===== src/sv/sis_pkg.sv =====
`default_nettype none

package sis_pkg;

    // Per-cycle command broadcast to every cell of the chain
    typedef struct packed {
        logic insert;      // place the incoming item this cycle
        logic drain;       // move every entry one cell toward the head
        logic descending;  // sort direction for this insertion
    } cell_ctrl_t;

endpackage

`default_nettype wire


===== src/sv/sis_cell.sv =====
`default_nettype none

module sis_cell #(
    parameter int KEY_BITS = 32,
    parameter int TAG_BITS = 16
) (
    input  wire                     clk,
    input  sis_pkg::cell_ctrl_t     ctrl,
    input  wire  [KEY_BITS-1:0]     new_key,
    input  wire  [TAG_BITS-1:0]     new_tag,
    input  wire                     occupied,   // cell holds a stored item
    input  wire                     at_end,     // first free cell of the chain
    input  wire                     prev_shift, // neighbor toward the head moves up
    input  wire  [KEY_BITS-1:0]     prev_key,
    input  wire  [TAG_BITS-1:0]     prev_tag,
    input  wire  [KEY_BITS-1:0]     next_key,
    input  wire  [TAG_BITS-1:0]     next_tag,
    input  wire                     next_follow, // every entry behind this one moves up
    output logic [KEY_BITS-1:0]     key,
    output logic [TAG_BITS-1:0]     tag,
    output logic                    follow,     // this entry and all behind it move up
    output logic                    shift       // this entry moves one cell away
);
    import sis_pkg::*;

    logic [KEY_BITS-1:0] key_reg;
    logic [KEY_BITS-1:0] key_next;
    logic [TAG_BITS-1:0] tag_reg;
    logic [TAG_BITS-1:0] tag_next;
    logic                goes_before;

    // Strict compare keeps equal keys in arrival order
    assign goes_before = ctrl.descending ? (new_key > key_reg) : (new_key < key_reg);
    // Scan stops at the first entry from the tail that does not follow the new item,
    // so entries stored under the other direction are never reordered
    assign follow      = !occupied || (goes_before && next_follow);
    assign shift       = occupied && follow;

    always_comb
    begin
        key_next = key_reg;
        tag_next = tag_reg;
        if (ctrl.drain)
        begin
            key_next = next_key;
            tag_next = next_tag;
        end
        else if (ctrl.insert && prev_shift)
        begin
            key_next = prev_key;
            tag_next = prev_tag;
        end
        else if (ctrl.insert && (shift || at_end))
        begin
            key_next = new_key;
            tag_next = new_tag;
        end
    end

    always_ff @(posedge clk)
    begin
        key_reg <= key_next;
        tag_reg <= tag_next;
    end

    assign key = key_reg;
    assign tag = tag_reg;

endmodule

`default_nettype wire


===== config.mk =====
export PLATFORM = sky130hd
export DESIGN_NAME = sis_cell
export DESIGN_NICKNAME = d
export VERILOG_FILES = /design/src/sv/sis_pkg.sv /design/src/sv/sis_cell.sv
export SDC_FILE = /design/constraint.sdc
export NUM_CORES = 1
export LEC_CHECK = 0
export BUFFER_PORTS_ARGS = -buffer_cell sky130_fd_sc_hd__buf_4
export CAP_MARGIN = 25
export CORE_UTILIZATION = 44
export DETAILED_ROUTE_END_ITERATION = 10
export PLACE_DENSITY = 0.82
export SLEW_MARGIN = 15
export SYNTH_ARGS = -nofsm -noshare
export SYNTH_HDL_FRONTEND = slang
export SYNTH_SLANG_ARGS = --single-unit

===== constraint.sdc =====
create_clock -name clk -period 5.4 [get_ports clk]
set_input_delay 0.54 -clock clk [delete_from_list [all_inputs] [get_ports clk]]
set_output_delay 0.54 -clock clk [all_outputs]
set_load 0.03 [all_outputs]

### Word level (Yosys, flattened, before mapping)

Cells that the tools add are included.

| storage, ports and cells | value |
|---|---|
| bits in registers | 48 |
| output and inout port bits | 50 |
| word-level logic and storage cells | 19 |

| operators by class | value |
|---|---|
| $lt $le $gt $ge | 2 |
| mux-type cells | 7 |
| reduce and logical (&&, ||, !) cells | 8 |

Operators with widths:

| cell | number |
|---|---|
| $mux 32 | 3 |
| $mux 16 | 3 |
| $gt 32x32->1 | 1 |
| $lt 32x32->1 | 1 |
| $logic_and 1x1->1 | 4 |
| $reduce_bool 3->1 | 1 |
| $logic_or 1x1->1 | 2 |
| $logic_not 1->1 | 1 |
| $mux 1 | 1 |

### Longest topological paths before layout

Gate-level depths: netlist (run 1).

| depth | value |
|---|---|
| depth in word-level cells | 10 |
| depth in mapped cells | 9 |

### Worst setup path before layout (run 1)

OpenSTA, ideal clock, no wires.

| timing | value |
|---|---|
| path type | register to register |
| from | register key_reg[11] (netlist: key[11]) |
| to | register key_reg[0] (netlist: key[0]), enable pin |
| arrival time | 3.527 ns |
| data required time | 4.983 ns |
| path slack | 1.456 ns |
| stages on the path, launching flop included | 10 |
| period minus slack after synthesis | 3.944 ns |
| cell sequence | edfxtp_1 inv_1 ha_1 nand4_1 or4_1 a21oi_1 a2111oi_0 o31a_1 mux2_4 o21ai_2 |

| on the way | value |
|---|---|
| cells in the longest elaborated chain, start to end | 8 |
| elaborated cells on any way between the ends | 9 |
| classes of those cells | 2 x order compare; 1 x mux; 6 x reduce/logical |

RTL lines:

| item | RTL line | RTL |
|---|---|---|
| start, declared | sis_cell.sv:26 | `logic [KEY_BITS-1:0] key_reg;` |
| start signal, assigned | sis_cell.sv:62 | `key_reg <= key_next;` |
| $lt 32x32->1 / $gt 32x32->1 (equally long branches) | sis_cell.sv:33 | `assign goes_before = ctrl.descending ? (new_key > key_reg) : (new_key < key_reg);` |
| $mux 1 * | sis_cell.sv:33 |  |
| $logic_and 1x1->1 * | sis_cell.sv:36 | `assign follow = !occupied \|\| (goes_before && next_follow);` |
| $logic_or 1x1->1 * | sis_cell.sv:36 |  |
| $logic_and 1x1->1 * | sis_cell.sv:37 | `assign shift = occupied && follow;` |
| $logic_or 1x1->1 * | sis_cell.sv:53 | `else if (ctrl.insert && (shift \|\| at_end))` |
| $logic_and 1x1->1 * | sis_cell.sv:53 |  |
| $reduce_bool 3->1 (no source line) * | -- |  |

Every way passes the cells marked *; elsewhere a longest branch is shown, timed or not.
A chain may end at the register's enable or synchronous reset.

### Final worst setup path (run 1)

| timing | value |
|---|---|
| from | register key_reg[7] (netlist: key[7]) |
| to | register key_reg[6] (netlist: key[6]), enable pin |

The elaborated chain is that of the path after synthesis.

==> results.md, run 1 <==
* Switching part of the total at 31.0%
* Area contributors post-synth: edfxtp_1, mux2i_1, ha_1, o21ai_0, nand2_1
* Share of cells above drive strength 1 at 41.1%
* Synth Area in Adders at 12.3%
* CP Data Arrival Time at 3.61 ns
* Top FF cell, synth: edfxtp_1
* Cell Area, Synth at 0.00326 mm²
* Crit path kind: flip-flop to flip-flop
* Max reg flops at 32
* Final hold vios at 0
* CP required at 5.37 ns
* Die area at 0.00776 mm²
* Crit-path cells: inv_1, ha_1, nand2_1, or4_1, a21oi_1, a2111oi_0, o31a_1, mux2_4, o21ai_4, buf_4
* Metal2 WL at 4.62 mm
* Xor and xnor fraction of the mapped netlist area at 0%
* Final net count at 709
* GRT Util Overall at 22.1%
* Finished Core Util at 68.9%
* Total grt overflow at 0
* Register share of total power at 42.2%
* Number of fill cells at 600
* R2r setup slk at 1.76 ns
* Synth Register Bits at 48
* Worst Hold Class: input pin to flip-flop
* Unique masters post-synth at 25
* First-pass GRT wire length at 13.1 mm
* DR vias at 3118
* TritonCTS Buffers at 5
* CP top delay family: compound AO/OA/AOI/OAI gates
* Slowest cell on crit path: o21ai_4
* Routed vias/inst at 4.99
* Routed Antenna Nets at 0
* Share of the synthesized area in the top cell type at 44.2%
* Commonest cells after routing, fill and taps aside: buf_4, nand2_1, o21ai_0
* CP Buf/Inv Count at 2
* Status: finished, final reports clean
* Dpl hpwl at 7.18 mm
* Period utilisation layout at 67.5%
* Clk sinks at 48
* Slew @ Worst Pin at 0.815 ns
* Highest Signal Layer: met4
* Total of max-cap violations at 0
* Peak VDD IR at 0.117 mV
* Synthesized Nets at 515
* Clock-pin slew on the worst setup and hold paths at 0.09 ns
* Post-synthesis compound-gate area fraction at 13.0%
* Root Driver: clkbuf_8
* Clk_lat worst skew at 0.29 ns
* Cell accounting for the most synthesized area: edfxtp_1
* Largest net degree at the start of global routing at 98
* Comb pwr share at 34.9%
* Sequential share of the synthesized area at 44.2%
* Router iterations before antenna repair at 4
* Critical path peak fanout at 27
* Met1 wire length at 3.63 mm
* FP Rows at 31
* Fin. max-slew vios at 0
* Diode count at 0
* FMAX at 275 MHz
* Post-synth EDFFs at 48
* Setup violators final at 0
* Final min period at 3.64 ns
* P_int at 0.000777 W
* P_leak at 2.60 nW
* Clock network power share at 22.9%
* Setup bufs post-CTS at 0
* Starting density of the core at 45.2%
* Slowest stage delay, CP at 0.61 ns
* Power per cell area at 227 mW/mm²
* Met3 WL at 665 µm
* Worst slew margin relative to its limit at 45.6%
* Synth Area in Simple Gates at 9.51%
* Main combinational cell family by area after synthesis: multiplexers
* Yosys Warn Count at 0
* DRT iter0 DRCs at 93
* RSZ-0062 raised after global routing: no
* P_sw at 0.000349 W
* IO Pins at 202
* CTS tree: built
* Vias in the first global route at 2991
* Core area at 0.00721 mm²
* Clock Tree Buf Depth at 2
* # DRC at 0
* Commonest non-fill, non-tap cell in the layout: buf_4
* Total negative slack at 0 ns
* Hold buffers post-CTS at 0
* DIE HEIGHT at 88.1 µm
* Worst setup SP type: flip-flop
* Worst setup EP type: flip-flop
* Ys async rst share at 0%
* Post-Syn Area per Cell at 9.85 µm²
* Final Wtd Congestion at 0.764
* Detailed Route WL at 9.00 mm
* H-tree levels at 2
* Worst Clk Skew at 0.00528 ns
* Synthesized netlist cell count at 331
* DR WL/cell at 14.4 µm
* Port bufs at 201
* P&R area growth vs syn at 52.3%
* Post-CTS Resized at 0
* Post-synthesis mux area share at 15.2%
* Die Wd at 88.1 µm
* Initial antenna violation count at 0
[power by group through the flow]
stage,clock network [W],logic [W],registers [W]
after global routing,0.000278,0.000427,0.000479
after detailed placement,0,0.000394,0.000484
after CTS,0.000263,0.000395,0.000476
final,0.000258,0.000393,0.000475
after global placement,0,0.000384,0.000482
after floorplan,0,0.000131,0.000558
[through the flow]
| step | worst slack [ns] | cells | instance area (µm²) | hold WS [ns] | power (W) |
|---|---|---|---|---|---|
| after global routing | 1.54 | 625 | 4970 | 0.505 | 0.00118 |
| after detailed placement | 1.46 | 617 | 4860 | 0.824 | 0.000878 |
| after floorplan | 1.46 | 331 | 3260 | 0.727 | 0.000689 |
| final | 1.76 | 625 | 4970 | 0.519 | 0.00113 |
| after CTS | 1.71 | 625 | 4970 | 0.510 | 0.00113 |
| after global placement | 1.55 | 617 | 4860 | 0.820 | 0.000866 |
[routing by layer]
layer  global-route usage, %  up-vias
li1                        -     1570
met1                    25.4     1396
met2                    40.5      144
met3                    6.41        8
met4                    4.99        0
met5                       0        -
[cells by family (layout without fill, tap and decap cells)]
kind of cell / count (synthesis) / count (layout)
AO/OA/AOI/OAI: 77 / 77
adder cells (fa/ha/maj): 32 / 32
buffers and inverters: 50 / 245
flip-flops: 48 / 48
multiplexers: 49 / 49
AND/OR/NAND/NOR: 75 / 75
[cell usage after synthesis (2+ instances only)]
library cell / count
nor2_1: 4
nand4_1: 6
or4_1: 2
a21oi_1: 15
mux2i_1: 48
o21ai_2: 2
buf_2: 2
nand3_1: 3
o21a_1: 2
inv_1: 34
edfxtp_1: 48
ha_1: 32
o21ai_0: 51
nand2_1: 59
clkbuf_1: 13
[cell type report]
type                    count  area, µm²  area share, %
inverters                  34        128           2.57
well taps                  99        124           2.49
clock inverters             3       42.5          0.856
flip-flops and latches     48       1440           29.0
multi-input cells         233       1640           33.0
clock buffers               5       68.8           1.39
repair buffers            203       1520           30.7
[worst min-delay path, stage by stage]
cell,delay [ns]
buf_4,0.08
nand2_1,0.04
o21ai_0,0.05
[path summary, 6_finish.rpt]
kind,from,endpoint,cells past startpoint
worst min register to register,key[0],key[4],5
worst max-delay path,key[7],key[6],10
worst max register to register,key[7],key[6],10
worst min-delay path,next_tag[14],tag[14],3
Power figures use the tool's default switching activity.
==> run 2, diff against run 1 <==
--- a/config.mk
+++ b/config.mk
@@ -5,11 +5,12 @@
 export SDC_FILE = /design/constraint.sdc
 export NUM_CORES = 1
 export LEC_CHECK = 0
+export ABC_AREA = 1
 export BUFFER_PORTS_ARGS = -buffer_cell sky130_fd_sc_hd__buf_4
 export CAP_MARGIN = 25
 export CORE_UTILIZATION = 44
 export DETAILED_ROUTE_END_ITERATION = 10
-export PLACE_DENSITY = 0.82
+export PLACE_DENSITY = 0.81
 export SLEW_MARGIN = 15
 export SYNTH_ARGS = -nofsm -noshare
 export SYNTH_HDL_FRONTEND = slang
==> constraint.sdc (replaced) <==
create_clock -name clk -period 3.8 [get_ports clk]
set_input_delay 0.38 -clock clk [delete_from_list [all_inputs] [get_ports clk]]
set_output_delay 0.38 -clock clk [all_outputs]
set_load 0.03 [all_outputs]
==> run 2 against run 1 <==
Against the previous run: fmax increased by 37%; critical path depth up 4; flip-flop and latch count did not move; largest power group unchanged.
==> results.md, run 2 <==
* Die area at 0.00790 mm² (+1.8%)
* Router iterations before antenna repair at 5 (+1)
* R2r setup slk at 1.14 ns (-0.62 ns)
* CP top delay family: simple AND/OR/NAND/NOR gates
* Top FF cell, synth: edfxtp_1
* Setup violators final at 0 (unchanged)
* CTS tree: built
* Detailed Route WL at 9.70 mm (+7.8%)
* Design Power at 0.00163 W (+45%)
* RSZ-0062 raised after global routing: no
* CP Buf/Inv Count at 3 (+1)
* Vias in the first global route at 3173 (+6.1%)
* Final setup margin at 1.14 ns (-0.615 ns)
* Commonest cells in the netlist: nand2_1, nor2_1, a31oi_1, edfxtp_1, inv_1
* Slew @ Worst Pin at 0.548 ns (-0.268 ns)
* Starting density of the core at 45.6% (+0.36 points)
* P&R area growth vs syn at 51.4%
* Hold Path Origin: prev_key[13]
* Critical path peak fanout at 41 (+52%)
* Clk_lat worst skew at 0.31 ns (+0.02 ns)
* Port bufs at 201 (unchanged)
* Die Wd at 88.9 µm (+0.91%)
* Sequential share of the synthesized area at 43.4% (-0.82 points)
* Share of the synthesized area in the top cell type at 43.4% (-0.82 points)
* Crit path kind: flip-flop to flip-flop
* Initial antenna violation count at 0 (unchanged)
* First-pass GRT wire length at 14.1 mm (+7.9%)
* Clock-pin slew on the worst setup and hold paths at 0.10 ns (about the same)
* Post-Syn Area per Cell at 7.97 µm² (-19%)
* Cell Area, Synth at 0.00332 mm² (+1.9%)
* FMAX at 376 MHz (+37%)
* CP startpoint: key[29]
* Reg2reg start: key[29]
* Most common cell type on the critical path: nand2_1
* DR vias at 3533 (+13%)
* Worst R2R Path Depth at 14 (+4)
* Largest net degree at the start of global routing at 50 (-49%)
* DRT iter0 DRCs at 101 (+8.6%)
* DR WL/cell at 13.7 µm (-5.1%)
* Post-synth EDFFs at 48 (unchanged)
* Reg-to-Reg End: tag[0]
* GRT Util Overall at 23.5% (+1.4 points)
* P_leak at 2.56 nW (-1.5%)
* Peak VDD IR at 0.172 mV (+47%)
* Slowest cell on crit path: buf_4
* Most frequent cell after synthesis: nand2_1
* CP required at 3.74 ns (-1.63 ns)
* Max reg flops at 32 (unchanged)
* Period utilisation layout at 69.9% (+2.5 points)
* Hold_ws at 0.419 ns (-0.0998 ns)
* Clock Tree Buf Depth at 2 (unchanged)
* Unique masters post-synth at 24 (-4.0%)
* Worst Clk Skew at 0.0120 ns (+0.00669 ns)
* Synthesized Nets at 601 (+17%)
* Setup bufs post-CTS at 0 (unchanged)
* Dpl hpwl at 7.59 mm (+5.7%)
* Power per cell area at 325 mW/mm² (+43%)
* TritonCTS Buffers at 5 (unchanged)
* Diode count at 0 (unchanged)
* Worst slew margin relative to its limit at 63.5% (+18 points)
* Routed Antenna Nets at 0 (unchanged)
* Root Driver: clkbuf_8
* DP Worst Slack at 1.01 ns (-0.450 ns)
* Final hold vios at 0 (unchanged)
* Cell accounting for the most synthesized area: edfxtp_1
* Post-CTS Resized at 0 (unchanged)
* Crit-path cells: inv_1, ha_1, nand2_1, nor2_2, nand2_1, inv_1, a21oi_4, nand2_2, nand2_2, nand4_2, nand2_1, nand2_1, nand2_2, buf_4
* Worst setup EP type: flip-flop
* Area contributors post-synth: edfxtp_1, nand2_1, ha_1, a31oi_1, nor2_1
* Worst setup SP type: flip-flop
* Non-Filler Instances at 710 (+14%)
* Commonest non-fill, non-tap cell in the layout: buf_4
* Placed instance count at 702 (+14%)
* Commonest cells after routing, fill and taps aside: buf_4, nand2_1, nor2_1
* Share of cells above drive strength 1 at 38.1% (-2.9 points)
* CP Data Arrival Time at 2.60 ns (-1.01 ns)
* Status: finished, final reports clean
* Synth Register Bits at 48 (unchanged)
* Worst Hold Class: input pin to flip-flop
* DIE HEIGHT at 88.9 µm (+0.91%)
* Yosys Warn Count at 0 (unchanged)
* Critical path depth at 14 (+4)
* Final min period at 2.66 ns (-0.985 ns)
* H-tree levels at 2 (unchanged)
* Fin. max-slew vios at 0 (unchanged)
* Hold buffers post-CTS at 0 (unchanged)
* FP Rows at 31 (unchanged)
* Clk sinks at 48 (unchanged)
* Total negative slack at 0 ns (unchanged)
* Ys async rst share at 0% (unchanged)
* IO Pins at 202 (unchanged)
* Final net count at 794 (+12%)
* Total of max-cap violations at 0 (unchanged)
* Slowest stage delay, CP at 0.50 ns (-0.11 ns)
* Final Wtd Congestion at 0.763 (-0.10%)
* Synthesized netlist cell count at 417 (+26%)
* Total grt overflow at 0 (unchanged)
* # DRC at 0 (unchanged)
* Setup crit end: tag[0]
* Core area at 0.00729 mm² (+1.1%)
* Routed vias/inst at 4.98 (-0.26%)
==> run 2: cell types whose count changed after synthesis, sizes merged, moves of 2 or more <==
cell and change:
nand2 +82, a31oi +48, clkbuf -3, mux2i -48
inv +8, o21ai -51, buf +7, or4 -2
nor2 +55, nand4 -3, clkinv +2
==> run 2: power by group <==
| group | internal (W) | switching (W) | leakage (nW) |
|---|---|---|---|
| logic | 0.000257 | 0.000321 | 2.02 |
| clock network | 0.000198 | 0.000182 | 0.0548 |
| registers | 0.000650 | 0.0000240 | 0.480 |
==> run 2: cell type report <==
| type | instances | area [µm²] |
|---|---|---|
| Inverter | 44 | 165 |
| Fill cell | 619 | 2260 |
| Clock inverter | 3 | 46.3 |
| Timing Repair Buffer | 206 | 1550 |
| Clock buffer | 5 | 68.8 |
| Tap cell | 99 | 124 |
| Sequential cell | 48 | 1440 |
| Multi-Input combinational cell | 305 | 1640 |
==> run 2: worst min-delay path by stage <==
stage / to / slack, ns / cells after the start
after global placement: key[0] / 0.72 / 3
final: key[13] / 0.42 / 3
after detailed placement: key[27] / 0.73 / 3
after floorplan: key[0] / 0.63 / 2
after global routing: tag[3] / 0.41 / 3
after CTS: key[13] / 0.41 / 3
==> run 2: cell families (layout without fill, tap and decap cells) <==
kind of cell,after synthesis,count (layout),synth area share [%]
buffers and inverters,64,258,7.45
AO/OA/AOI/OAI,67,67,12.5
adder cells (fa/ha/maj),32,32,12.0
AND/OR/NAND/NOR,206,206,24.6
flip-flops,48,48,43.4
==> run 2: layer usage <==
metal  routed length (µm)  GRT usage [%]  share of wire [%]  vias to the layer above
li1                     -              -                  -                     1785
met1                 3560           24.6                 37                     1586
met5                    0              0                  0                        -
met2                 5150           45.1                 53                      142
met3                  731           5.82                7.5                       20
met4                  258           8.65                2.7                        0
==> run 2: worst min-delay path, cell delays in order <==
cell and delay (ns):
buf_4 0.08, nand2_1 0.04, a31oi_1 0.11
==> run 2: metrics by stage <==
step	utilization, %	area (µm²)
finish	69.0	5030
global route	69.0	5030
CTS	69.0	5030
detailed placement	67.4	4920
global placement	67.4	4920
floorplan	-	3320
==> run 3, diff against run 2 <==
==> constraint.sdc (replaced) <==
create_clock -name clk -period 2.5 [get_ports clk]
set_input_delay 0.25 -clock clk [delete_from_list [all_inputs] [get_ports clk]]
set_output_delay 0.25 -clock clk [all_outputs]
set_load 0.03 [all_outputs]
==> run 3 against run 2 <==
Against the previous run: wire length shrank 3.5%; flip-flop and latch count is the same; first-iteration DRC count shrank 3.0%; core utilization grew 0.21 points; power grew 44%; final cell count grew 0.14%; non-clock buffer count grew 1; register-to-register slack lost 0.83 ns; die area is the same; clock power grew 15%; critical path depth is the same; critical path type is now flip-flop to output port; largest cell class unchanged; largest power group unchanged.
==> results.md, run 3 (synthesized netlist as in run 2, its figures left out) <==
* Status: finished, final reports clean
* Worst Hold Class: input pin to flip-flop
* Reg2reg start: key[18]
* Fin. max-slew vios at 0 (unchanged)
* Slew @ Worst Pin at 0.846 ns (+0.298 ns)
* Routed vias/inst at 4.93 (-1.0%)
* Hold Path Origin: prev_tag[0]
* Register area at 0.00144 mm² (unchanged)
* Commonest cells after routing, fill and taps aside: buf_4, nand2_1, nor2_1
* DIE HEIGHT at 88.9 µm (unchanged)
* First-pass GRT wire length at 14.0 mm (-0.59%)
* Switching part of the total at 32.5% (+0.23 points)
* Peak VDD IR at 0.241 mV (+40%)
* Die Wd at 88.9 µm (unchanged)
* RSZ-0062 raised after global routing: no
* Power per cell area at 465 mW/mm² (+43%)
* Hold_ws at 0.293 ns (-0.126 ns)
* CP required at 2.25 ns (-1.49 ns)
* Period utilisation layout at 89.4%
* Slowest stage delay, CP at 0.42 ns (-0.08 ns)
* Slowest cell on crit path: edfxtp_1
* Hold Path Depth at 3 (unchanged)
* DR vias at 3502 (-0.88%)
* Worst setup EP type: output port
* Die area at 0.00790 mm² (unchanged)
* Dpl hpwl at 7.49 mm (-1.3%)
* Multi-input gate area at 0.00164 mm² (+0.31%)
* DRT iter0 DRCs at 98 (-3.0%)
* Clk_lat worst skew at 0.30 ns (about the same)
* Worst R2R Path Depth at 16 (+2)
* Hold buffers post-CTS at 0 (unchanged)
* Post-CTS Resized at 0 (unchanged)
* Crit-path cells: inv_1, ha_1, nand2_1, inv_2, nand2_1, nand2_1, nand2_1, nand2_2, a21oi_4, nand2_2, nand2_2, nand4_2, inv_1, buf_4
* FP Rows at 31 (unchanged)
* Worst Clk Skew at 0.0129 ns (+0.000929 ns)
* Clk sinks at 48 (unchanged)
* CP Data Arrival Time at 1.98 ns (-0.62 ns)
* CP top delay family: simple AND/OR/NAND/NOR gates
* Root Driver: clkbuf_8
* P_sw at 0.000763 W (+45%)
* Starting density of the core at 45.6% (unchanged)
* Comb pwr share at 37.7% (+2.3 points)
* Crit path kind: flip-flop to output port
* Detailed Route WL at 9.36 mm (-3.5%)
* P_int at 0.00158 W (+43%)
* Setup violators final at 0 (unchanged)
* P&R area growth vs syn at 51.8%
* Number of fill cells at 635 (+2.6%)
* Commonest non-fill, non-tap cell in the layout: buf_4
* Total of max-cap violations at 0 (unchanged)
* Total grt overflow at 0 (unchanged)
* GRT Util Overall at 23.1% (-0.32 points)
* R2r setup slk at 0.31 ns (-0.83 ns)
* IO Pins at 202 (unchanged)
* # DRC at 0 (unchanged)
* Hold EP: tag[0]
* Diode count at 0 (unchanged)
* H-tree levels at 2 (unchanged)
* Reg-to-Reg End: tag[7]
* Final Wtd Congestion at 0.769 (+0.73%)
* Clock Tree Buf Depth at 2 (unchanged)
* Clock-pin slew on the worst setup and hold paths at 0.09 ns (about the same)
* CTS tree: built
* Total negative slack at 0 ns (unchanged)
* Most common cell type on the critical path: nand2_1
* CP Buf/Inv Count at 4 (+1)
* Max reg flops at 32 (unchanged)
* Worst setup SP type: flip-flop
* TritonCTS Buffers at 5 (unchanged)
* Final net count at 795 (+0.13%)
* Core area at 0.00729 mm² (unchanged)
* Final min period at 2.23 ns
* DR WL/cell at 13.2 µm (-3.6%)
* FMAX at 448 MHz
* Worst slew margin relative to its limit at 43.5% (-20 points)
* DP Worst Slack at 0.316 ns (-0.698 ns)
* Router iterations before antenna repair at 4 (-1)
* Initial antenna violation count at 0 (unchanged)
* Final hold vios at 0 (unchanged)
* Clock network power share at 18.7% (-4.6 points)
* Port bufs at 201 (unchanged)
* Final setup margin at 0.266 ns (-0.876 ns)
* Largest net degree at the start of global routing at 50 (unchanged)
* Routed Antenna Nets at 0 (unchanged)
* Share of cells above drive strength 1 at 37.7% (-0.39 points)
* P_leak at 2.56 nW (+0.33%)
* Vias in the first global route at 3260 (+2.7%)
* Setup bufs post-CTS at 0 (unchanged)
* Register share of total power at 43.6% (+2.3 points)
* Finished Core Util at 69.2% (+0.21 points)
* Critical path peak fanout at 2 (-95%)
-- run 3: area by class of cell --
cell class | instances | share of cell area [%]
sequential | 48 | 28.6
clock inverter | 1 | 0.0744
multi-input combinational | 305 | 32.6
tap | 99 | 2.45
inverter | 44 | 3.27
timing repair buffer | 207 | 31.5
clock buffer | 7 | 1.51
-- run 3: tightest hold or removal path: stages --
cell     delay [ns]
buf_4          0.07
nand2_1        0.04
a31oi_1        0.11
-- run 3: worst max-delay path by stage --
| stage | from | end | cells after the start |
|---|---|---|---|
| final | key[18] | shift | 14 |
| after global routing | key[5] | shift | 14 |
| after CTS | key[1] | shift | 16 |
| after detailed placement | key[1] | key[6] | 18 |
| after global placement | new_key[7] | key[1] | 15 |
| after floorplan | key[23] | key[0] | 12 |
-- run 3: power by group through the flow --
stage          Sequential, W  Clock (W)  Combinational [W]
2_1_floorplan        0.00120          0           0.000315
3_3_place_gp         0.00104          0           0.000868
3_5_place_dp         0.00104          0           0.000891
4_1_cts              0.00102   0.000449           0.000893
5_1_grt              0.00103   0.000487           0.000969
6_report             0.00102   0.000439           0.000884
-- run 3: layer usage --
metal	track usage, %	up-vias	routed length, µm
met5	0	-	0
met4	6.60	0	138
met3	4.62	10	537
met2	45.0	118	5010
met1	25.3	1590	3680
li1	-	1784	-
-- run 3: per-stage QoR --
step                area, µm²  power, W  instances
floorplan                3330   0.00152        417
global placement         4970   0.00190        703
detailed placement       4970   0.00193        703
CTS                      5050   0.00236        711
global route             5050   0.00249        711
finish                   5050   0.00235        711
